$ cat src/sv/bfa_pkg.sv
// ----------------------------------------------------------------------------
// bfa_pkg: shared types and constants of the 3x3 border-aware box filter
// Pixel, column and stage payload types, sizes and the reciprocal table
// used to divide a neighborhood sum by its in-bounds pixel count.
// ----------------------------------------------------------------------------
package bfa_pkg;

  localparam int MAX_SIZE    = 1024;
  localparam int CH_W        = 8;
  localparam int NUM_CH      = 4;
  localparam int SIZE_W      = 11;
  localparam int COORD_W     = $clog2(MAX_SIZE);
  localparam int SUM_W       = CH_W + 4;
  localparam int CNT_W       = 4;
  localparam int RECIP_SHIFT = 16;
  localparam int RECIP_W     = RECIP_SHIFT + 1;
  localparam int PROD_W      = SUM_W + RECIP_W;
  localparam int LINE_W      = 2 * NUM_CH * CH_W;

  // Item kinds on the input channel.
  localparam logic REQ_PIXEL = 1'b0;
  localparam logic REQ_DRAIN = 1'b1;

  // Channel 0 is red, then green, blue, alpha.
  typedef logic [NUM_CH-1:0][CH_W-1:0] pixel_t;

  // One window column: index 0 is the top row, 2 the bottom row.
  typedef logic [2:0][NUM_CH-1:0][CH_W-1:0] col_t;

  // One line store entry: the two rows above the incoming pixel.
  typedef struct packed {
    pixel_t top;
    pixel_t mid;
  } line_t;

  // Position of the item entering the window stage.
  typedef struct packed {
    logic               emit;
    logic               last;
    logic               top_ok;
    logic               bot_ok;
    logic               left_ok;
    logic               right_ok;
    logic [COORD_W-1:0] row;
    logic [COORD_W-1:0] col;
    logic [COORD_W-1:0] addr;
  } pos_t;

  // Neighborhood sums handed to the divide stage.
  typedef struct packed {
    logic [NUM_CH-1:0][SUM_W-1:0] sums;
    logic [CNT_W-1:0]             cnt;
    logic [COORD_W-1:0]           row;
    logic [COORD_W-1:0]           col;
    logic                         last;
  } sum_t;

  // One finished result.
  typedef struct packed {
    pixel_t             mean;
    logic [COORD_W-1:0] row;
    logic [COORD_W-1:0] col;
    logic               last;
  } res_t;

  // Rounded-up reciprocal scaled by 2^RECIP_SHIFT. For every sum that can
  // occur the product shifted right gives the exact truncated quotient.
  function automatic logic [RECIP_W-1:0] recip(input logic [CNT_W-1:0] cnt);
    logic [RECIP_W-1:0] r;
    unique case (cnt)
      4'd1:    r = 17'd65536;
      4'd2:    r = 17'd32768;
      4'd3:    r = 17'd21846;
      4'd4:    r = 17'd16384;
      4'd6:    r = 17'd10923;
      4'd9:    r = 17'd7282;
      default: r = 17'd65536;
    endcase
    return r;
  endfunction

endpackage

$ cat src/sv/bfa_norm.sv
// ----------------------------------------------------------------------------
// bfa_norm: divide stage and result register
// Divides each channel sum by the neighborhood count through a reciprocal
// multiply and holds the finished result until the receiver takes it.
// ----------------------------------------------------------------------------
module bfa_norm import bfa_pkg::*; (
  input  logic clk,
  input  logic rst_n,
  input  logic sum_valid,
  output logic sum_ready,
  input  sum_t sum_in,
  output logic res_valid,
  input  logic res_ready,
  output res_t res
);

  logic v2_r;
  sum_t s2_r;
  logic vo_r;
  res_t res_r;

  logic                          out_take;
  logic [RECIP_W-1:0]            rcp;
  logic [NUM_CH-1:0][PROD_W-1:0] prod;
  res_t                          res_nxt;

  always_comb begin
    out_take  = !vo_r || res_ready;
    sum_ready = !v2_r || out_take;
    rcp       = recip(s2_r.cnt);
    for (int ch = 0; ch < NUM_CH; ch++) begin
      prod[ch]             = PROD_W'(s2_r.sums[ch]) * PROD_W'(rcp);
      res_nxt.mean[ch]     = prod[ch][RECIP_SHIFT +: CH_W];
    end
    res_nxt.row  = s2_r.row;
    res_nxt.col  = s2_r.col;
    res_nxt.last = s2_r.last;
    res_valid    = vo_r;
    res          = res_r;
  end

  always_ff @(posedge clk) begin
    if (!rst_n) begin
      v2_r <= 1'b0;
      vo_r <= 1'b0;
    end else begin
      if (sum_ready) begin
        v2_r <= sum_valid;
      end
      if (out_take) begin
        vo_r <= v2_r;
      end
    end
  end

  always_ff @(posedge clk) begin
    if (sum_ready && sum_valid) begin
      s2_r <= sum_in;
    end
    if (out_take && v2_r) begin
      res_r <= res_nxt;
    end
  end

endmodule

$ cat config.mk
export PLATFORM = sky130hd
export DESIGN_NAME = bfa_norm
export DESIGN_NICKNAME = d
export VERILOG_FILES = /design/src/sv/bfa_pkg.sv /design/src/sv/bfa_norm.sv
export SDC_FILE = /design/constraint.sdc
export NUM_CORES = 1
export LEC_CHECK = 0
export BUFFER_PORTS_ARGS = -buffer_cell sky130_fd_sc_hd__buf_4
export CELL_PAD_IN_SITES_DETAIL_PLACEMENT = 1
export CELL_PAD_IN_SITES_GLOBAL_PLACEMENT = 1
export CORE_UTILIZATION = 55
export CTS_CLUSTER_SIZE = 12
export DETAILED_ROUTE_END_ITERATION = 12
export PLACE_DENSITY_LB_ADDON = 0.1
export SLEW_MARGIN = 20
export SYNTH_ARGS = -nofsm -noshare
export SYNTH_HDL_FRONTEND = slang
export SYNTH_SLANG_ARGS = --single-unit
$ cat constraint.sdc
create_clock -name clk -period 15.78 [get_ports clk]
set_input_delay 4.734 -clock clk [delete_from_list [all_inputs] [get_ports clk]]
set_output_delay 4.734 -clock clk [all_outputs]
set_load 0.005 [all_outputs]
After elaboration in Yosys (flattened, before gate mapping) --
Index checks and enable logic that the tools add are counted. Widths: inputs -> output; s select.
Operators by class: mux-type cells 1, equality and inequality tests 5, reductions and logical operators 6, multiply operators 4
Operators with widths (count):
- $mul 12x17->24 | 4
- $pmux 17 s5 | 1
- $eq 4x2->1 const B | 2
- $eq 4x3->1 const B | 2
- $eq 4x4->1 const B | 1
- $logic_and 1x1->1 | 2
- $logic_not 1->1 | 2
- $logic_or 1x1->1 | 2
Storage, ports and cells: word-level logic and storage cells 33, bits of input ports 77, register bits 128, output and inout port bits 55

Depth between registers and ports, before layout --
Gate-level depths: netlist of run 1.
word-level depth 4, mapped depth 25, mapped depth without buffers 24

Least setup slack after synthesis of run 1 --
No wires, ideal clock.
path kind input port to output port, from in res_ready, to out sum_ready, arrival 5017 ps, data required time 11046 ps, path buffers 0, path slack 6029 ps, stages 2, path through nor2b_1 nand2_1
On the way: cells in the longest elaborated chain, start to end 2
Ends and longest elaborated chain:
- start, declared | RTL line bfa_norm.sv:13 | input logic res_ready,
- $logic_or 1x1->1 | RTL line bfa_norm.sv:28 | out_take = !vo_r || res_ready;
- $logic_or 1x1->1 | RTL line bfa_norm.sv:29 | sum_ready = !v2_r || out_take;
- end, declared | RTL line bfa_norm.sv:10 | output logic sum_ready,
No other way between the ends.

Worst setup path in the final report of run 1 --
Ends and elaborated chain as after synthesis.

==> flow_summary.toml, run 1 <==
[timing]
fmax_mhz = 98.32
worstMarginPinSlew_ns = 0.9858
setup_viol = 0
slew_viol_final = 0
finClkSkew_ns = 0.01784
relSlewSlack = 0.3413
finalCriticalPeriod_ns = 10.17
rsz0062_at_grt = "no"
post-route-period-util = 0.6446
timing.final.hold_violations = 0
tns_ns = 0

[placed_design]
dpl.cell_count = 2782
gp_congestion = 0.9265
dp_hpwl_mm = 49.01
io_buffers = 131

[clock_network]
hold_buffers = 0
post-cts-setup-buffers = 0
cts_sinks = 128
htreeDepth = 4
clk_pin_slew_ns = 0.07
cts_tree = "done"
clock_insertion_delay_worst_skew_ns = 0.46
cts_buffers = 17
cts_resized = 0
cts_buffer_depth = 2
root_buffer = "clkbuf_16"

[synthesis]
syn_inst = 2152
syn_nets = 2901
ys_ff_latch = 128
async_flop_share = 0
synth_cell_type_count = 56
netlist_area_mm2 = 0.02211
synth.avg_cell_area_um2 = 10.28
synth-edff-count = 126
yosysSeqAreaShare = 0.1729
ys_warn_count = 0
ys.flop_type = "edfxtp_1"

[worst_hold_path]
hold_path_class = "flop to flop"

[global_route]
antenna_found_initial = 1
grt_max_degree = 74
grt_pass1_wl_mm = 93.85
grtUsageMet1 = 0.3793
grt_pass1_vias = 17580
grt_use_total = 0.3057
grt_busiest_layer = "met2"
grtUsageMet2 = 0.5461
grt_overflow = 0
use_met3 = 0.05040

[detailed_routing]
drt_wl_total_mm = 58.07
first_pass_iters = 5
postRouteAntennaNets = 0
vias = 14580
drtIter0Drc = 714
drt-wirelength-per-cell_um = 20.62
drc = 0
viasPerCell = 5.179

[worst_setup_path]
worst_r2r_path_depth = 21
critical_path.max_fanout = 4
crit_required_ns = 11.05
r2r_slack_ns = 8.31
worst_setup_path_end_kind = "output pin"
crit_start = "res_ready"
endpoint = "sum_ready"
path_class = "primary input to output pin"
reg2reg_to = "res[52]"
crit_path_start_kind = "primary input"
crit_arrival_ns = 5.44
reg2reg_from = "s2_r[24]"

[layout]
final_common_cell = "inv_1"
layout_common_cells = "756 x inv_1, 500 x fa_1, 224 x nand2_1"
fin_cells = 2816
drive_gt1_frac = 0.08559
syn_to_final_growth_pct = 10.14
nets = 3026
fin_util = 0.6130

[floorplanning]
die_area_mm2 = 0.04101
die_h_um = 202.5
initial_utilization = 0.5566
chipWidth_um = 202.5
core_area_mm2 = 0.03973
row_count = 73
io_pins = 132

[power_and_ir_drop]
ir_worst_vdd_mv = 0.06899
powerDensity_mw_per_mm2 = 63.60
p_leak_nw = 13.12

[run_status]
status = "finished clean"

[run]
cap_violations = 0
==> critical path, stage by stage <==
cell and delay [ns]:
buf_4 0.11, nor2b_1 0.31, nand2_1 0.13, buf_4 0.15
==> cell type report <==
cell class,count,area [µm²]
repair buffers,140,1071
fillers,4394,15370
clock buffers,17,425.4
well taps,525,656.9
inverters,757,2843
flip-flops and latches,128,3824
diodes,1,2.502
clock inverters,15,147.6
multi-input cells,1233,15390
==> kinds of logic after synthesis <==
logic type,share of synthesized area
AOI/OAI and AO/OA,0.03310
and+or+nand+nor,0.08798
adders and majority gates,0.5499
DFF,0.1729
buffers and inverters,0.1347
xor gates and xnor gates,0.02139
==> Yosys cell counts (2+ instances only) <==
| master | n | area, µm² |
|---|---|---|
| nor4bb_1 | 3 | 30.03 |
| nor2b_1 | 3 | 18.77 |
| nor3_1 | 9 | 45.04 |
| xor2_1 | 16 | 140.1 |
| dfxtp_1 | 2 | 40.04 |
| fa_1 | 500 | 10010 |
| o211ai_1 | 3 | 22.52 |
| inv_1 | 756 | 2838 |
| a22oi_1 | 4 | 30.03 |
| nor4_1 | 2 | 12.51 |
| edfxtp_1 | 126 | 3784 |
| a21o_1 | 15 | 112.6 |
| nor3_2 | 2 | 20.02 |
| a21oi_1 | 21 | 105.1 |
| nor2_1 | 25 | 93.84 |
| a211oi_2 | 2 | 25.02 |
| clkbuf_1 | 32 | 120.1 |
| or3_1 | 3 | 18.77 |
| a211oi_1 | 3 | 22.52 |
| a31oi_1 | 2 | 12.51 |
| nand2_1 | 224 | 840.8 |
| nand2b_1 | 10 | 62.56 |
| xnor2_1 | 38 | 332.8 |
| and3_1 | 5 | 31.28 |
| o21bai_1 | 3 | 22.52 |
| a21oi_2 | 2 | 17.52 |
| o21bai_2 | 2 | 22.52 |
| o21ai_0 | 19 | 95.09 |
| ha_1 | 172 | 2152 |
| and2_1 | 104 | 650.6 |
| o2111ai_1 | 4 | 35.03 |
| o21a_1 | 8 | 60.06 |
| nand3b_1 | 2 | 15.01 |
| nand3_1 | 5 | 25.02 |
| nand4_1 | 4 | 25.02 |
==> state kept, by name (all words and copies together) (netlist names) <==
register,cells
res_valid,1
s2_r,52
v2_r,1
res_nxt,21
res,53
==> routing by layer <==
layer,part of all wire,up-vias
met5,0,-
met4,0.027,0
met3,0.044,80
met2,0.53,339
met1,0.40,7709
li1,-,6455
==> stage by stage <==
step | power [mW] | hold slack (ns) | setup WS [ns] | cell area [µm²]
floorplan | 0.9096 | 0.4003 | 6.029 | 22120
CTS | 1.566 | 0.4176 | 5.603 | 24330
detailed placement | 1.145 | 0.4056 | 5.608 | 23750
global route | 1.662 | 0.4314 | 5.532 | 24360
global placement | 1.101 | 0.4000 | 5.612 | 23750
finish | 1.549 | 0.4177 | 5.609 | 24360
==> report_power, final <==
group	leakage (nW)	switching, mW	internal [mW]
combinational	11.6	0.400	0.296
sequential	1.23	0.0239	0.423
clock	0.281	0.185	0.222
==> worst min path at each step <==
stage | start | to | slack [ns] | cells after the start
2_1_floorplan | res_nxt[0] | res[0] | 0.40 | 0
3_3_place_gp | res_nxt[7] | res[7] | 0.40 | 0
3_5_place_dp | res_nxt[12] | res[12] | 0.41 | 0
4_1_cts | res_nxt[8] | res[8] | 0.42 | 0
5_1_grt | res_nxt[13] | res[13] | 0.43 | 0
6_report | res_nxt[8] | res[8] | 0.42 | 0
Note: power is estimated with default switching activity, not from simulation.
==> run 2, diff against run 1 <==
Settings changed: CORE_UTILIZATION 55 to 51.
Clock period 15.78 ns to 9.9 ns, I/O delays scaled along.
==> flow_summary.toml, run 2 (synthesized netlist as in run 1, its figures left out) <==
[clock_network]
cts_buffers = 17
clock_insertion_delay_worst_skew_ns = 0.48
cts_buffer_depth = 2
post-cts-setup-buffers = 0
htreeDepth = 4
root_buffer = "clkbuf_16"
cts_tree = "done"
cts_resized = 0
cts_sinks = 128
hold_buffers = 0
clk_pin_slew_ns = 0.06

[worst_setup_path]
critPathBufInv = 6
slowest_delay_ns = 0.76
critical_path.max_fanout = 32
crit_chain = "nand2b_1, a21oi_4, buf_4, nand2_1, inv_1, fa_1, fa_1, inv_1, fa_1, inv_1, fa_1, inv_1, fa_1, inv_1, ha_1, a311o_1, a21oi_1, a211oi_2, a221o_2, a31oi_4, o22ai_2, nor3_1, o22ai_1"
crit_arrival_ns = 7.43
path_delay_family = "adder cells"
crit_required_ns = 10.11
crit_path_start_kind = "flop"
cpMaxStageDelayCell = "a21oi_4"
path_class = "flop to flop"
worst_setup_path_end_kind = "flop"

[power_and_ir_drop]
pwr-share-seq = 0.294
p_switching_mw = 0.9423
total_power_mw = 2.431
power_frac_comb = 0.454
p_int_mw = 1.488
pwr-share-clk = 0.252
p_leak_nw = 13.10
powerDensity_mw_per_mm2 = 99.66
ir_worst_vdd_mv = 0.1504
switching_share = 0.3877

[floorplanning]
initial_utilization = 0.5225
io_pins = 132
chipWidth_um = 210.2
core_area_mm2 = 0.04232
row_count = 75
die_h_um = 210.2
die_area_mm2 = 0.04420

[layout]
layout_common_cells = "756 x inv_1, 500 x fa_1, 224 x nand2_1"
fin_util = 0.5763
fin_cells = 2866
final_common_cell = "inv_1"
nets = 3026
syn_to_final_growth_pct = 10.29
n_antenna_cell = 0
drive_gt1_frac = 0.08475
fillerInstances = 4690
largest_reg_flops = 53

[timing]
tns_ns = 0
relSlewSlack = 0.3896
fmax_mhz = 138.6
rsz0062_at_grt = "no"
setup_viol = 0
slew_viol_final = 0
timing.final.hold_violations = 0
finClkSkew_ns = 0.01802
finalCriticalPeriod_ns = 7.218
worstMarginPinSlew_ns = 0.9136
post-route-period-util = 0.7290

[global_route]
antenna_found_initial = 0
grt_use_total = 0.2859
grt_overflow = 0
grt_max_degree = 74
grt_pass1_wl_mm = 93.69
grt_pass1_vias = 17320

[placed_design]
io_buffers = 131
gp_congestion = 0.9317
dpl.cell_count = 2834
dp_hpwl_mm = 49.40

[detailed_routing]
drtIter0Drc = 767
vias = 14450
first_pass_iters = 5
viasPerCell = 5.043
drc = 0
drt_wl_total_mm = 57.87
postRouteAntennaNets = 0
drt-wirelength-per-cell_um = 20.19

[worst_hold_path]
hold_path_class = "flop to flop"

[run_status]
status = "finished clean"

[run]
cap_violations = 0
[run 2: cell count changes in the layout (fill, tap and decap cells not counted), sizes merged]
cell	change
inv	-7
diode	-1
clkinvlp	+2
clkinv	+4
[run 2: final timing paths]
kind / to / slack (ns) / startpoint / cells after the start
worst max-delay path: res[44] / 2.68 / s2_r[24] / 23
worst min register to register: res[4] / 0.42 / res_nxt[4] / 0
worst min-delay path: res[4] / 0.42 / res_nxt[4] / 0
worst max register to register: res[44] / 2.68 / s2_r[24] / 23
[run 2: metrics by stage]
stage / hold WS, ns / cell area, µm² / setup WS, ns
finish: 0.4194 / 24390 / 2.683
global route: 0.4231 / 24390 / 2.330
CTS: 0.4206 / 24360 / 2.688
detailed placement: 0.4066 / 23820 / 2.719
global placement: 0.4004 / 23820 / 2.851
floorplan: 0.4003 / 22120 / 3.613
[run 2: layout make-up]
cell class	instances	area [µm²]	share of cell area
clock inverter	14	118.9	0.004873
tap	577	721.9	0.02960
clock buffer	17	425.4	0.01744
multi-input combinational	1233	15390	0.6309
sequential	128	3824	0.1568
timing repair buffer	140	1071	0.04391
inverter	757	2843	0.1165
[run 2: power groups by stage]
stage / Combinational [mW] / Sequential, mW / Clock (mW)
6_report: 1.10 / 0.715 / 0.612
5_1_grt: 1.26 / 0.719 / 0.645
3_3_place_gp: 1.05 / 0.723 / 0
4_1_cts: 1.12 / 0.715 / 0.630
2_1_floorplan: 0.738 / 0.712 / 0
3_5_place_dp: 1.10 / 0.724 / 0
[run 2: routing by layer]
layer,wire (µm),vias up,GRT usage
li1,-,6455,-
met4,1380,0,0.08054
met5,0,-,0
met3,3069,79,0.06570
met1,24870,7557,0.3720
met2,28550,362,0.4800
