[config.mk]
export PLATFORM = sky130hd
export DESIGN_NAME = bfa_pos
export DESIGN_NICKNAME = d
export VERILOG_FILES = /design/src/sv/bfa_pkg.sv /design/src/sv/bfa_pos.sv
export SDC_FILE = /design/constraint.sdc
export NUM_CORES = 1
export LEC_CHECK = 0
export BUFFER_PORTS_ARGS = -buffer_cell sky130_fd_sc_hd__buf_2
export CORE_AREA = 2 2 84 86
export DETAILED_ROUTE_END_ITERATION = 16
export DIE_AREA = 0 0 86 88
export GPL_ROUTABILITY_DRIVEN = 0
export MAX_ROUTING_LAYER = met4
export PLACE_DENSITY = 0.91
export SLEW_MARGIN = 5
export SYNTH_ARGS = -nofsm -noshare
export SYNTH_HDL_FRONTEND = slang
export SYNTH_SLANG_ARGS = --single-unit
[constraint.sdc]
create_clock -name clk -period 5.81 [get_ports clk]
set_input_delay 1.162 -clock clk [delete_from_list [all_inputs] [get_ports clk]]
set_output_delay 1.162 -clock clk [all_outputs]
set_load 0.01 [all_outputs]
[src/sv/bfa_pkg.sv]
// ----------------------------------------------------------------------------
// bfa_pkg: shared types and constants of the 3x3 border-aware box filter
// Pixel, column and stage payload types, sizes and the reciprocal table
// used to divide a neighborhood sum by its in-bounds pixel count.
// ----------------------------------------------------------------------------
package bfa_pkg;

  localparam int MAX_SIZE    = 1024;
  localparam int CH_W        = 8;
  localparam int NUM_CH      = 4;
  localparam int SIZE_W      = 11;
  localparam int COORD_W     = $clog2(MAX_SIZE);
  localparam int SUM_W       = CH_W + 4;
  localparam int CNT_W       = 4;
  localparam int RECIP_SHIFT = 16;
  localparam int RECIP_W     = RECIP_SHIFT + 1;
  localparam int PROD_W      = SUM_W + RECIP_W;
  localparam int LINE_W      = 2 * NUM_CH * CH_W;

  // Item kinds on the input channel.
  localparam logic REQ_PIXEL = 1'b0;
  localparam logic REQ_DRAIN = 1'b1;

  // Channel 0 is red, then green, blue, alpha.
  typedef logic [NUM_CH-1:0][CH_W-1:0] pixel_t;

  // One window column: index 0 is the top row, 2 the bottom row.
  typedef logic [2:0][NUM_CH-1:0][CH_W-1:0] col_t;

  // One line store entry: the two rows above the incoming pixel.
  typedef struct packed {
    pixel_t top;
    pixel_t mid;
  } line_t;

  // Position of the item entering the window stage.
  typedef struct packed {
    logic               emit;
    logic               last;
    logic               top_ok;
    logic               bot_ok;
    logic               left_ok;
    logic               right_ok;
    logic [COORD_W-1:0] row;
    logic [COORD_W-1:0] col;
    logic [COORD_W-1:0] addr;
  } pos_t;

  // Neighborhood sums handed to the divide stage.
  typedef struct packed {
    logic [NUM_CH-1:0][SUM_W-1:0] sums;
    logic [CNT_W-1:0]             cnt;
    logic [COORD_W-1:0]           row;
    logic [COORD_W-1:0]           col;
    logic                         last;
  } sum_t;

  // One finished result.
  typedef struct packed {
    pixel_t             mean;
    logic [COORD_W-1:0] row;
    logic [COORD_W-1:0] col;
    logic               last;
  } res_t;

  // Rounded-up reciprocal scaled by 2^RECIP_SHIFT. For every sum that can
  // occur the product shifted right gives the exact truncated quotient.
  function automatic logic [RECIP_W-1:0] recip(input logic [CNT_W-1:0] cnt);
    logic [RECIP_W-1:0] r;
    unique case (cnt)
      4'd1:    r = 17'd65536;
      4'd2:    r = 17'd32768;
      4'd3:    r = 17'd21846;
      4'd4:    r = 17'd16384;
      4'd6:    r = 17'd10923;
      4'd9:    r = 17'd7282;
      default: r = 17'd65536;
    endcase
    return r;
  endfunction

endpackage

[src/sv/bfa_pos.sv]
// ----------------------------------------------------------------------------
// bfa_pos: frame position tracking
// Holds the image size, counts stream beats in row and column form, filters
// out pixels and drains that do not belong, and derives the output position
// and the border flags of the neighborhood that the beat completes.
// ----------------------------------------------------------------------------
module bfa_pos import bfa_pkg::*; (
  input  logic              clk,
  input  logic              rst_n,
  input  logic              cfg_wr,
  input  logic [SIZE_W-1:0] cfg_data,
  input  logic              in_acc,
  input  logic              req_type,
  output logic              take,
  output pos_t              pos
);

  logic [SIZE_W-1:0]  size_r, size_nxt;
  logic [SIZE_W-1:0]  row_r, row_nxt;
  logic [COORD_W-1:0] col_r, col_nxt;

  logic              pix_phase;
  logic              at_last;
  logic              col_wrap;
  logic              col_zero;
  logic [SIZE_W-1:0] out_r;
  logic [SIZE_W-1:0] out_c;

  always_comb begin
    pix_phase = row_r < size_r;
    take      = in_acc && ((req_type == REQ_PIXEL && pix_phase) ||
                           (req_type == REQ_DRAIN && !pix_phase));
    at_last   = row_r == size_r + SIZE_W'(1);
    col_wrap  = ({1'b0, col_r} + SIZE_W'(1)) == size_r;
    col_zero  = col_r == '0;

    // A beat at column zero closes the last column of the row two above.
    out_r = col_zero ? (row_r - SIZE_W'(2)) : (row_r - SIZE_W'(1));
    out_c = col_zero ? (size_r - SIZE_W'(1)) : ({1'b0, col_r} - SIZE_W'(1));

    pos.emit     = (row_r >= SIZE_W'(2)) || (row_r == SIZE_W'(1) && !col_zero);
    pos.last     = at_last;
    pos.top_ok   = out_r != '0;
    pos.bot_ok   = (out_r + SIZE_W'(1)) < size_r;
    pos.left_ok  = out_c != '0;
    pos.right_ok = !col_zero;
    pos.row      = out_r[COORD_W-1:0];
    pos.col      = out_c[COORD_W-1:0];
    pos.addr     = col_r;
  end

  always_comb begin
    size_nxt = size_r;
    row_nxt  = row_r;
    col_nxt  = col_r;
    if (cfg_wr) begin
      if (cfg_data == '0) begin
        size_nxt = SIZE_W'(1);
      end else if (cfg_data > SIZE_W'(MAX_SIZE)) begin
        size_nxt = SIZE_W'(MAX_SIZE);
      end else begin
        size_nxt = cfg_data;
      end
      row_nxt = '0;
      col_nxt = '0;
    end else if (take) begin
      if (at_last) begin
        row_nxt = '0;
        col_nxt = '0;
      end else if (col_wrap) begin
        row_nxt = row_r + SIZE_W'(1);
        col_nxt = '0;
      end else begin
        col_nxt = col_r + COORD_W'(1);
      end
    end
  end

  always_ff @(posedge clk) begin
    if (!rst_n) begin
      size_r <= SIZE_W'(MAX_SIZE);
      row_r  <= '0;
      col_r  <= '0;
    end else begin
      size_r <= size_nxt;
      row_r  <= row_nxt;
      col_r  <= col_nxt;
    end
  end

endmodule

Yosys cells after proc, flatten, opt, wreduce, memory -nomap -nowiden
Index checks and enable logic that the tools add are counted.

Bitwise logic cells: 2. $add $sub $neg: 9. Reductions and logical operators: 15. Muxes and demuxes: 8. Equal/unequal tests: 3. Magnitude comparators: 4.

Operators by type and width (count): 11-bit two-way mux (6); 11-bit by 1-bit adder with 11-bit output (second input constant) (3); 11-bit equality test (2); 11-bit less-than comparator (2); 11-bit nonzero test (2); 11-bit by 1-bit subtractor with 11-bit output (second input constant) (2); 10-bit two-way mux (2); 10-bit by 1-bit adder with 11-bit output (second input constant) (1); 11-bit by 1-bit equality test with 1-bit output (second input constant) (1); 11-bit by 2-bit greater-or-equal comparator with 1-bit output (second input constant) (1); 11-bit > comparator (second input constant) (1); 11-bit zero test (1); 10-bit by 1-bit subtractor with 11-bit output (second input constant) (1); 11-bit by 2-bit subtractor with 11-bit output (second input constant) (1); 10-bit by 1-bit adder with 10-bit output (second input constant) (1); 10-bit zero test (1); 1-bit logical AND (4); 1-bit zero test (2); 1-bit logical OR (2); 1-bit inverter (2); 2-bit AND reduction (1); 2-bit nonzero test (1); 2-bit OR reduction (1).

Output and inout port bits: 37. Input bits: 16. Flip-flop bits (word level): 32. Word-level logic and storage cells: 44.

Depth between registers and ports, before layout
Gate-level depths: netlist of run 1.

Depth after elaboration: 6. Gate-level depth with buffers: 19.

Least setup slack after synthesis of run 1
Ideal clock, no wire load.

Path kind: register to output. From: reg col_r[0]. To: out pos[32] (netlist name). Cell stages (with the launch flop): 20. Path buffers: 1. Slack: 0.728 ns. Required time: 4.648 ns. Arrival time: 3.920 ns. Cell sequence: dfxtp_1 > inv_1 > ha_1 > or4b_1 > buf_6 > nor3_4 > inv_4 > mux2i_1 > ha_1 > nand2_2 > nor2_1 > xnor2_1 > ha_1 > a21o_1 > a21o_1 > a21o_1 > a21o_1 > a21oi_1 > o31ai_1 > a31oi_1.

RTL lines: start, declared (RTL line bfa_pos.sv:20) `logic [COORD_W-1:0] col_r, col_nxt;`; start signal, assigned (RTL line bfa_pos.sv:87) `col_r <= col_nxt;`; end, declared (RTL line bfa_pos.sv:15) `output pos_t pos`.

==> report_table.html, run 1 <==
<table>
<tr><th>Metric</th><th>Value</th></tr>
<tr><th colspan="2">Floorplanning</th></tr>
<tr><td># IOs</td><td>53</td></tr>
<tr><td>Effective utilization at floorplan</td><td>0.569</td></tr>
<tr><td>Die boundary height</td><td>~88 µm</td></tr>
<tr><td>Core Area</td><td>between 0.006 and 0.007 mm²</td></tr>
<tr><td>Die Outline Area</td><td>approximately 0.0076 mm²</td></tr>
<tr><td>Width of the die</td><td>around 86 µm</td></tr>
<tr><td>Site row count</td><td>30</td></tr>
<tr><th colspan="2">Synthesis</th></tr>
<tr><td>Ys flop type</td><td>sky130_fd_sc_hd__dfxtp_1</td></tr>
<tr><td>Average instance area after synthesis</td><td>about 7.6 µm²</td></tr>
<tr><td>Sequential-to-total area share from yosys stat</td><td>0.169</td></tr>
<tr><td>Number of distinct standard cells referenced by the synthesized netlist</td><td>71</td></tr>
<tr><td>Share of synthesized flip-flops with an asynchronous set or reset</td><td>0</td></tr>
<tr><td>Netlist area before placement</td><td>about 0.0038 mm²</td></tr>
<tr><td>#FFs+latches synth</td><td>32</td></tr>
<tr><td>Number of instances in the synthesized netlist</td><td>just under 500</td></tr>
<tr><td>Count of synthesis-stage warnings from yosys</td><td>0</td></tr>
<tr><td>Count of flip-flops with a built-in enable after synthesis</td><td>0</td></tr>
<tr><td>Post-Synthesis Net Count</td><td>between 500 and 600</td></tr>
<tr><th colspan="2">STA</th></tr>
<tr><td>Max-slew violation count</td><td>0</td></tr>
<tr><td>Setup violators final</td><td>0</td></tr>
<tr><td>Post-route setup slack</td><td>0.280 ns</td></tr>
<tr><td>RSZ-0062 raised after global routing</td><td>no</td></tr>
<tr><td>Tcrit/Tclk final</td><td>0.952</td></tr>
<tr><td>Shortest period the worst path allows</td><td>between 5 and 6 ns</td></tr>
<tr><td>Transition time at the pin with the least slew margin</td><td>0.887 ns</td></tr>
<tr><td>Aggregate negative setup slack</td><td>0 ns</td></tr>
<tr><td>Number of endpoints with negative hold slack in the final report</td><td>0</td></tr>
<tr><td>Worst-case clock skew</td><td>about 0.014 ns</td></tr>
<tr><td>Slew margin rel.</td><td>0.401</td></tr>
<tr><td>Maximum clock rate</td><td>around 0.18 GHz</td></tr>
<tr><th colspan="2">Power</th></tr>
<tr><td>Leakage power</td><td>0.00166 µW</td></tr>
<tr><td>Sequential share of power</td><td>0.394</td></tr>
<tr><td>Clock share of power</td><td>0.310</td></tr>
<tr><td>Highest ir drop seen on vdd</td><td>between 0.09 and 0.1 mV</td></tr>
<tr><td>Switching power</td><td>around 200 µW</td></tr>
<tr><td>PnR Total Power</td><td>between 500 and 600 µW</td></tr>
<tr><td>Switching part of the total power</td><td>0.338</td></tr>
<tr><td>Power Dens Cells</td><td>143 mW/mm²</td></tr>
<tr><td>Design internal power</td><td>between 300 and 400 µW</td></tr>
<tr><td>Fraction of power consumed by combinational cells</td><td>0.297</td></tr>
<tr><th colspan="2">Clocking</th></tr>
<tr><td>Source-to-sink clock delay at the later pin of the worst-skew pair</td><td>roughly 0.3 ns</td></tr>
<tr><td>Number of buffers created by CTS</td><td>5</td></tr>
<tr><td>Clock-pin slew on the worst setup and hold paths</td><td>~0.060 ns</td></tr>
<tr><td>Hold bufs inserted after CTS</td><td>0</td></tr>
<tr><td>Buffer type at the clock tree root</td><td>sky130_fd_sc_hd__clkbuf_8</td></tr>
<tr><td>Count of clock tree sinks</td><td>32</td></tr>
<tr><td>Buffer depth of the longest clock path</td><td>2</td></tr>
<tr><td>CTS tree</td><td>yes</td></tr>
<tr><td>Number of H-tree levels</td><td>2</td></tr>
<tr><th colspan="2">Routing</th></tr>
<tr><td>Iter 0 DRT Violations</td><td>475</td></tr>
<tr><td>Antenna viol nets, final</td><td>0</td></tr>
<tr><td>Number of remaining DRC errors</td><td>0</td></tr>
<tr><td>Detailed-routing iteration count for the pre-antenna-repair pass</td><td>6</td></tr>
<tr><td>Total wirelength of the detailed-routed design</td><td>11.2 mm</td></tr>
<tr><td>Routed length per instance</td><td>around 18 µm</td></tr>
<tr><td>Average vias per placed instance</td><td>between 6 and 7</td></tr>
<tr><td>Total via count after detailed routing</td><td>between 4000 and 5000</td></tr>
<tr><th colspan="2">Worst setup path</th></tr>
<tr><td>Worst Setup Path Type</td><td>reg2out</td></tr>
<tr><td>Data required, critical path</td><td>roughly 4.7 ns</td></tr>
<tr><td>Category of the worst setup path launch point</td><td>flop</td></tr>
<tr><td>Category of the worst setup path capture point</td><td>output port</td></tr>
<tr><td>Largest fanout on the critical path</td><td>9</td></tr>
<tr><td>Data arrival time of the critical path</td><td>approximately 4.4 ns</td></tr>
<tr><th colspan="2">Placement</th></tr>
<tr><td>Post-Place Setup Slack</td><td>between 0.3 and 0.4 ns</td></tr>
<tr><td>Port Buffers</td><td>52</td></tr>
<tr><td>HPWL Detailed</td><td>about 8.6 mm</td></tr>
<tr><td>Post-detailed-placement cell area</td><td>about 0.0040 mm²</td></tr>
<tr><th colspan="2">Cells and area</th></tr>
<tr><td>Antenna fix cells</td><td>0</td></tr>
<tr><td>Multi-input gate area in the final layout</td><td>between 0.002 and 0.003 mm²</td></tr>
<tr><td>Commonest non-fill, non-tap cell in the layout</td><td>sky130_fd_sc_hd__buf_2</td></tr>
<tr><td>Post-route cell area</td><td>0.00413 mm²</td></tr>
<tr><td>Count of fill cells added during filler insertion</td><td>around 580</td></tr>
<tr><td>NumNets Final</td><td>~580</td></tr>
<tr><td>Most used cells in the layout excluding fill and tap cells</td><td>sky130_fd_sc_hd__buf_2 (52), sky130_fd_sc_hd__inv_1 (39), sky130_fd_sc_hd__ha_1 (34)</td></tr>
<tr><td>Layout-stage area growth over the synthesis result</td><td>9.20%</td></tr>
<tr><td>Final core area utilization</td><td>0.621</td></tr>
<tr><td>FF+latch area</td><td>between 600 and 700 µm²</td></tr>
<tr><td>Fraction of final layout cells sized beyond drive strength 1</td><td>0.166</td></tr>
<tr><th colspan="2">Global route</th></tr>
<tr><td>Antenna violations before repair</td><td>0</td></tr>
<tr><td>Number of global-route vias before repair</td><td>3870</td></tr>
<tr><td>Total GRT Usage</td><td>0.311</td></tr>
<tr><td>Largest net degree at the start of global routing</td><td>23</td></tr>
<tr><td>Met1 routing resource usage after global routing</td><td>0.360</td></tr>
<tr><td>GRT busiest layer</td><td>met2</td></tr>
<tr><td>Global-route met3 utilization</td><td>0.0735</td></tr>
<tr><td>GR Util met2</td><td>0.509</td></tr>
<tr><td>Global-route congestion overflow total</td><td>0</td></tr>
<tr><td>First-pass GRT wire length</td><td>between 15 and 20 mm</td></tr>
<tr><th colspan="2">Outcome</th></tr>
<tr><td>Result of the run</td><td>completed</td></tr>
<tr><th colspan="2">Run</th></tr>
<tr><td>Number of max-capacitance violations reported</td><td>0</td></tr>
<tr><th colspan="2">Worst hold path</th></tr>
<tr><td>Type of the worst min-delay path</td><td>reg2reg</td></tr>
</table>
synth_stat cells, types with 2 or more instances:
cell,count,share of area
sky130_fd_sc_hd__a21o_1,5,0.0099
sky130_fd_sc_hd__ha_1,34,0.11
sky130_fd_sc_hd__mux2i_1,7,0.019
sky130_fd_sc_hd__o21ai_0,19,0.025
sky130_fd_sc_hd__nor4_2,2,0.0066
sky130_fd_sc_hd__o211ai_1,10,0.020
sky130_fd_sc_hd__nand2_1,30,0.030
sky130_fd_sc_hd__nand4b_1,2,0.0046
sky130_fd_sc_hd__nand3_1,18,0.024
sky130_fd_sc_hd__or3_1,5,0.0083
sky130_fd_sc_hd__a21oi_1,22,0.029
sky130_fd_sc_hd__o2111ai_1,3,0.0070
sky130_fd_sc_hd__and3_1,7,0.012
sky130_fd_sc_hd__nand2b_1,4,0.0066
sky130_fd_sc_hd__a31oi_1,8,0.013
sky130_fd_sc_hd__o211a_1,2,0.0053
sky130_fd_sc_hd__inv_1,39,0.039
sky130_fd_sc_hd__o311ai_0,2,0.0046
sky130_fd_sc_hd__nor2b_1,6,0.0099
sky130_fd_sc_hd__and4_1,3,0.0070
sky130_fd_sc_hd__nor4_1,11,0.018
sky130_fd_sc_hd__a211oi_1,6,0.012
sky130_fd_sc_hd__or4b_2,2,0.0053
sky130_fd_sc_hd__buf_2,12,0.016
sky130_fd_sc_hd__xor2_1,21,0.049
sky130_fd_sc_hd__nor3b_1,2,0.0040
sky130_fd_sc_hd__nor4b_1,3,0.0070
sky130_fd_sc_hd__nor2_1,25,0.025
sky130_fd_sc_hd__or4_1,6,0.012
sky130_fd_sc_hd__xnor2_1,31,0.072
sky130_fd_sc_hd__nand3b_1,4,0.0079
sky130_fd_sc_hd__clkbuf_1,20,0.020
sky130_fd_sc_hd__or2_2,3,0.0050
sky130_fd_sc_hd__and2_1,9,0.015
sky130_fd_sc_hd__o31ai_1,10,0.020
sky130_fd_sc_hd__a41oi_1,3,0.0070
sky130_fd_sc_hd__nand4_1,13,0.022
sky130_fd_sc_hd__nor3_1,24,0.032
sky130_fd_sc_hd__dfxtp_1,32,0.17
power by group through the flow:
| stage | sequential, µW | combinational (µW) | clock, µW |
|---|---|---|---|
| floorplan | 231 | 124 | 0 |
| global placement | 237 | 163 | 0 |
| detailed placement | 237 | 170 | 0 |
| CTS | 232 | 171 | 185 |
| global route | 233 | 193 | 193 |
| finish | 233 | 176 | 183 |
per-layer routing:
metal  routed length, µm  up-vias  part of all wire
met4                 575        0             0.051
met2                5310      246              0.47
met5                   0        -                 0
met1                4240     1889              0.38
li1                    -     1875                 -
met3                1110       67             0.099
critical path, cell delays in order (launching register included):
cell                      delay (ns)
sky130_fd_sc_hd__dfxtp_1        0.39
sky130_fd_sc_hd__inv_1          0.11
sky130_fd_sc_hd__ha_1           0.17
sky130_fd_sc_hd__or4b_4         0.55
sky130_fd_sc_hd__nor3_4         0.30
sky130_fd_sc_hd__inv_4          0.10
sky130_fd_sc_hd__mux2i_1        0.27
sky130_fd_sc_hd__ha_1           0.27
sky130_fd_sc_hd__nand2_2        0.08
sky130_fd_sc_hd__nor2_1         0.13
sky130_fd_sc_hd__xnor2_1        0.14
sky130_fd_sc_hd__ha_1           0.28
sky130_fd_sc_hd__a21o_1         0.19
sky130_fd_sc_hd__a21o_1         0.17
sky130_fd_sc_hd__a21o_1         0.18
sky130_fd_sc_hd__a21o_1         0.18
sky130_fd_sc_hd__a21oi_1        0.16
sky130_fd_sc_hd__o31ai_1        0.10
sky130_fd_sc_hd__a31oi_1        0.18
sky130_fd_sc_hd__buf_2          0.15
cell families (layout without fill, tap and decap cells):
group           count (synthesis)  count (layout)  share of synthesized area
simple gates                  189             189                      0.292
buf+inv                        74             106                     0.0811
compound gates                107             107                      0.196
flops                          32              32                      0.169
fa+ha+maj                      34              34                      0.113
mux                             8               8                     0.0245
xor+xnor                       53              53                      0.125
sequential cells by signal (all words and copies together) (netlist names):
name	flops
col_r	10
row_r	11
size_r	11
worst paths after layout:
kind | from | to | slack [ns] | cells past startpoint
worst min register to register | col_r[0]$_SDFFE_PP0P_ | col_r[0]$_SDFFE_PP0P_ | 0.58 | 2
worst max register to register | size_r[2]$_SDFFE_PN0P_ | row_r[6]$_SDFFE_PP0P_ | 2.19 | 11
worst max-delay path | col_r[0]$_SDFFE_PP0P_ | pos[32] | 0.28 | 19
worst min-delay path | col_r[0]$_SDFFE_PP0P_ | col_r[0]$_SDFFE_PP0P_ | 0.58 | 2
stage by stage:
| stage | std cells | hold WS, ns |
|---|---|---|
| floorplan | 497 | 0.513 |
| global placement | 599 | 0.548 |
| detailed placement | 599 | 0.567 |
| CTS | 607 | 0.583 |
| global route | 609 | 0.617 |
| finish | 609 | 0.583 |
what timing repair did:
| action | CTS | global route |
|---|---|---|
| setup endpoints to repair | 0 | 1 |
| gates resized for setup | 0 | 1 |
| buffers inserted | 0 | 2 |
final cells by class:
cell class	count	share of cell area
flip-flops and latches	32	0.155
repair buffers	58	0.0739
multi-input cells	391	0.687
clock inverters	2	0.00242
well taps	80	0.0242
inverters	40	0.0370
clock buffers	6	0.0200
(Power assumes the default switching activity.)
==> run 2, diff against run 1 <==
--- a/config.mk
+++ b/config.mk
@@ -12,6 +12,7 @@
 export GPL_ROUTABILITY_DRIVEN = 0
 export MAX_ROUTING_LAYER = met4
 export PLACE_DENSITY = 0.91
+export REMOVE_ABC_BUFFERS = 1
 export SLEW_MARGIN = 5
 export SYNTH_ARGS = -nofsm -noshare
 export SYNTH_HDL_FRONTEND = slang
==> report_table.html, run 2 (synthesis gave the netlist of run 1 again) <==
<table>
<tr><th>Metric</th><th>Value</th></tr>
<tr><th colspan="2">Outcome</th></tr>
<tr><td>Result of the run</td><td>completed (unchanged)</td></tr>
<tr><th colspan="2">STA</th></tr>
<tr><td>Max-slew violation count</td><td>0 (unchanged)</td></tr>
<tr><td>Shortest period the worst path allows</td><td>5.56 ns (was 5.53 ns)</td></tr>
<tr><td>Setup violators final</td><td>0 (unchanged)</td></tr>
<tr><td>Transition time at the pin with the least slew margin</td><td>0.986 ns (was 0.887 ns)</td></tr>
<tr><td>Tcrit/Tclk final</td><td>0.958 (was 0.952)</td></tr>
<tr><td>Worst-case clock skew</td><td>0.00854 ns (was 0.0142 ns)</td></tr>
<tr><td>Maximum clock rate</td><td>0.180 GHz (was 0.181 GHz)</td></tr>
<tr><td>Post-route setup slack</td><td>0.245 ns (was 0.280 ns)</td></tr>
<tr><td>Number of endpoints with negative hold slack in the final report</td><td>0 (unchanged)</td></tr>
<tr><td>Aggregate negative setup slack</td><td>0 ns (unchanged)</td></tr>
<tr><td>Slew margin rel.</td><td>0.334 (was 0.401)</td></tr>
<tr><td>RSZ-0062 raised after global routing</td><td>no (unchanged)</td></tr>
<tr><th colspan="2">Power</th></tr>
<tr><td>Sequential share of power</td><td>0.396 (was 0.394)</td></tr>
<tr><td>Power Dens Cells</td><td>143 mW/mm² (about the same)</td></tr>
<tr><td>Switching power</td><td>197 µW (was 200 µW)</td></tr>
<tr><td>Switching part of the total power</td><td>0.333 (was 0.338)</td></tr>
<tr><td>Fraction of power consumed by combinational cells</td><td>0.297 (about the same)</td></tr>
<tr><td>Leakage power</td><td>0.00164 µW (was 0.00166 µW)</td></tr>
<tr><td>Clock share of power</td><td>0.306 (was 0.310)</td></tr>
<tr><td>Design internal power</td><td>394 µW (was 392 µW)</td></tr>
<tr><td>Highest ir drop seen on vdd</td><td>0.0884 mV (was 0.0972 mV)</td></tr>
<tr><th colspan="2">Placement</th></tr>
<tr><td>Post-detailed-placement cell area</td><td>0.00401 mm² (was 0.00402 mm²)</td></tr>
<tr><td>HPWL Detailed</td><td>8.53 mm (was 8.57 mm)</td></tr>
<tr><td>Post-Place Setup Slack</td><td>0.455 ns (was 0.345 ns)</td></tr>
<tr><td>Port Buffers</td><td>52 (unchanged)</td></tr>
<tr><td>Cell count after placement</td><td>598 (was 599)</td></tr>
<tr><th colspan="2">Cells and area</th></tr>
<tr><td>Most used cells in the layout excluding fill and tap cells</td><td>sky130_fd_sc_hd__buf_2 (52), sky130_fd_sc_hd__inv_1 (39), sky130_fd_sc_hd__ha_1 (34) (unchanged)</td></tr>
<tr><td>FF+latch area</td><td>641 µm² (unchanged)</td></tr>
<tr><td>Layout-stage area growth over the synthesis result</td><td>8.93% (was 9.20%)</td></tr>
<tr><td>Fraction of final layout cells sized beyond drive strength 1</td><td>0.161 (was 0.166)</td></tr>
<tr><td>Count of fill cells added during filler insertion</td><td>562 (was 576)</td></tr>
<tr><td>Regs by FF count</td><td>row_r (11), size_r (11), col_r (10) (unchanged)</td></tr>
<tr><td>NumNets Final</td><td>577 (was 578)</td></tr>
<tr><td>Multi-input gate area in the final layout</td><td>0.00284 mm² (unchanged)</td></tr>
<tr><td>Antenna fix cells</td><td>0 (unchanged)</td></tr>
<tr><td>Final core area utilization</td><td>0.620 (was 0.621)</td></tr>
<tr><td>Post-route cell area</td><td>0.00412 mm² (was 0.00413 mm²)</td></tr>
<tr><td>Commonest non-fill, non-tap cell in the layout</td><td>sky130_fd_sc_hd__buf_2 (unchanged)</td></tr>
<tr><td>Fin cells</td><td>608 (was 609)</td></tr>
<tr><th colspan="2">Worst setup path</th></tr>
<tr><td>Category of the worst setup path capture point</td><td>output port (unchanged)</td></tr>
<tr><td>Data required, critical path</td><td>4.65 ns (about the same)</td></tr>
<tr><td>Largest fanout on the critical path</td><td>9 (unchanged)</td></tr>
<tr><td>Delay-heaviest family, CP</td><td>simple AND/OR/NAND/NOR gates (was compound AO/OA/AOI/OAI gates)</td></tr>
<tr><td>Worst path cell trace</td><td>inv_1, ha_1, or4b_4, nor3_4, inv_4, mux2i_1, ha_1, nand2_2, nor2_1, xnor2_1, ha_1, a21o_1, a21o_1, a21o_1, a21o_1, a21oi_1, o31ai_1, a31oi_1, buf_2 (unchanged)</td></tr>
<tr><td>Cell repeated most along the worst path</td><td>sky130_fd_sc_hd__a21o_1 (unchanged)</td></tr>
<tr><td>Critical path's largest stage delay</td><td>0.54 ns (was 0.55 ns)</td></tr>
<tr><td>Category of the worst setup path launch point</td><td>flop (unchanged)</td></tr>
<tr><td>Worst Setup Path Type</td><td>reg2out (unchanged)</td></tr>
<tr><td>Worst path buffer plus inverter count</td><td>3 (unchanged)</td></tr>
<tr><td>Data arrival time of the critical path</td><td>4.40 ns (was 4.37 ns)</td></tr>
<tr><td>Highest-delay cell along the critical path</td><td>sky130_fd_sc_hd__or4b_4 (unchanged)</td></tr>
<tr><th colspan="2">Global route</th></tr>
<tr><td>Largest net degree at the start of global routing</td><td>23 (unchanged)</td></tr>
<tr><td>Number of global-route vias before repair</td><td>3740 (was 3870)</td></tr>
<tr><td>Antenna violations before repair</td><td>0 (unchanged)</td></tr>
<tr><td>First-pass GRT wire length</td><td>18.4 mm (was 18.3 mm)</td></tr>
<tr><td>Total GRT Usage</td><td>0.317 (was 0.311)</td></tr>
<tr><td>Global-route congestion overflow total</td><td>0 (unchanged)</td></tr>
<tr><th colspan="2">Floorplanning</th></tr>
<tr><td>Die boundary height</td><td>88 µm (unchanged)</td></tr>
<tr><td>Effective utilization at floorplan</td><td>0.569 (unchanged)</td></tr>
<tr><td>Die Outline Area</td><td>0.00757 mm² (unchanged)</td></tr>
<tr><td>Width of the die</td><td>86 µm (unchanged)</td></tr>
<tr><td>Core Area</td><td>0.00664 mm² (unchanged)</td></tr>
<tr><td>Site row count</td><td>30 (unchanged)</td></tr>
<tr><td># IOs</td><td>53 (unchanged)</td></tr>
<tr><th colspan="2">Routing</th></tr>
<tr><td>Iter 0 DRT Violations</td><td>690 (was 475)</td></tr>
<tr><td>Routed length per instance</td><td>19.2 µm (was 18.4 µm)</td></tr>
<tr><td>Antenna viol nets, final</td><td>0 (unchanged)</td></tr>
<tr><td>Total wirelength of the detailed-routed design</td><td>11.7 mm (was 11.2 mm)</td></tr>
<tr><td>Detailed-routing iteration count for the pre-antenna-repair pass</td><td>6 (unchanged)</td></tr>
<tr><td>Average vias per placed instance</td><td>6.75 (was 6.69)</td></tr>
<tr><td>Total via count after detailed routing</td><td>4104 (was 4077)</td></tr>
<tr><td>Number of remaining DRC errors</td><td>0 (unchanged)</td></tr>
<tr><th colspan="2">Worst hold path</th></tr>
<tr><td>Type of the worst min-delay path</td><td>reg2reg (unchanged)</td></tr>
<tr><th colspan="2">Clocking</th></tr>
<tr><td>Buffer type at the clock tree root</td><td>sky130_fd_sc_hd__clkbuf_8 (unchanged)</td></tr>
<tr><td>Number of buffers created by CTS</td><td>5 (unchanged)</td></tr>
<tr><td>Number of H-tree levels</td><td>2 (unchanged)</td></tr>
<tr><td>Source-to-sink clock delay at the later pin of the worst-skew pair</td><td>0.29 ns (was 0.30 ns)</td></tr>
<tr><td>Buffer depth of the longest clock path</td><td>2 (unchanged)</td></tr>
<tr><td>Count of clock tree sinks</td><td>32 (unchanged)</td></tr>
<tr><td>CTS tree</td><td>yes (unchanged)</td></tr>
<tr><td>Clock-pin slew on the worst setup and hold paths</td><td>0.07 ns (was 0.06 ns)</td></tr>
<tr><th colspan="2">Run</th></tr>
<tr><td>Number of max-capacitance violations reported</td><td>0 (unchanged)</td></tr>
</table>
==> run 2: cell type report <==
class,instances,share of cell area
Multi-Input combinational cell,391,0.689
Tap cell,80,0.0243
Clock buffer,8,0.0219
Inverter,40,0.0371
Timing Repair Buffer,57,0.0723
Sequential cell,32,0.156
==> run 2: tightest hold or removal path, cell delays in order (launching register included) <==
cell                      delay (ns)
sky130_fd_sc_hd__dfxtp_1        0.41
sky130_fd_sc_hd__nand2_1        0.11
sky130_fd_sc_hd__a21oi_1        0.06
==> run 2: through the flow <==
stage                     total power, µW  hold WS, ns
after global routing                  620        0.655
after global placement                400        0.552
final                                 590        0.628
after floorplan                       351        0.513
after CTS                             584        0.615
after detailed placement              406        0.602
==> run 2: power by group through the flow <==
stage	Clock, µW	Sequential, µW	Combinational [µW]
6_report	181	234	176
5_1_grt	194	234	192
4_1_cts	181	233	170
3_5_place_dp	0	238	168
3_3_place_gp	0	237	163
2_1_floorplan	0	234	117
==> run 2: timing repair <==
item / 4_1_cts / 5_1_grt
gates resized for setup: 0 / 1
endpoints found under the setup margin: 0 / 1
hold buffers: 0 / 0
setup buffers: 0 / 2
==> run 2: path summary, 6_finish.rpt <==
| path | startpoint | endpoint | slack, ns | cells after the start |
|---|---|---|---|---|
| setup / recovery | col_r[0]$_SDFFE_PP0P_ | pos[32] | 0.25 | 19 |
| hold / removal | col_r[0]$_SDFFE_PP0P_ | col_r[0]$_SDFFE_PP0P_ | 0.63 | 2 |
| setup reg to reg | size_r[4]$_SDFFE_PN0P_ | row_r[8]$_SDFFE_PP0P_ | 1.97 | 11 |
| hold reg to reg | col_r[0]$_SDFFE_PP0P_ | col_r[0]$_SDFFE_PP0P_ | 0.63 | 2 |
==> run 2: routing by layer <==
layer | part of all wire | track usage
met3 | 0.10 | 0.0603
met4 | 0.050 | 0.165
met2 | 0.45 | 0.487
met1 | 0.39 | 0.394
met5 | 0 | -
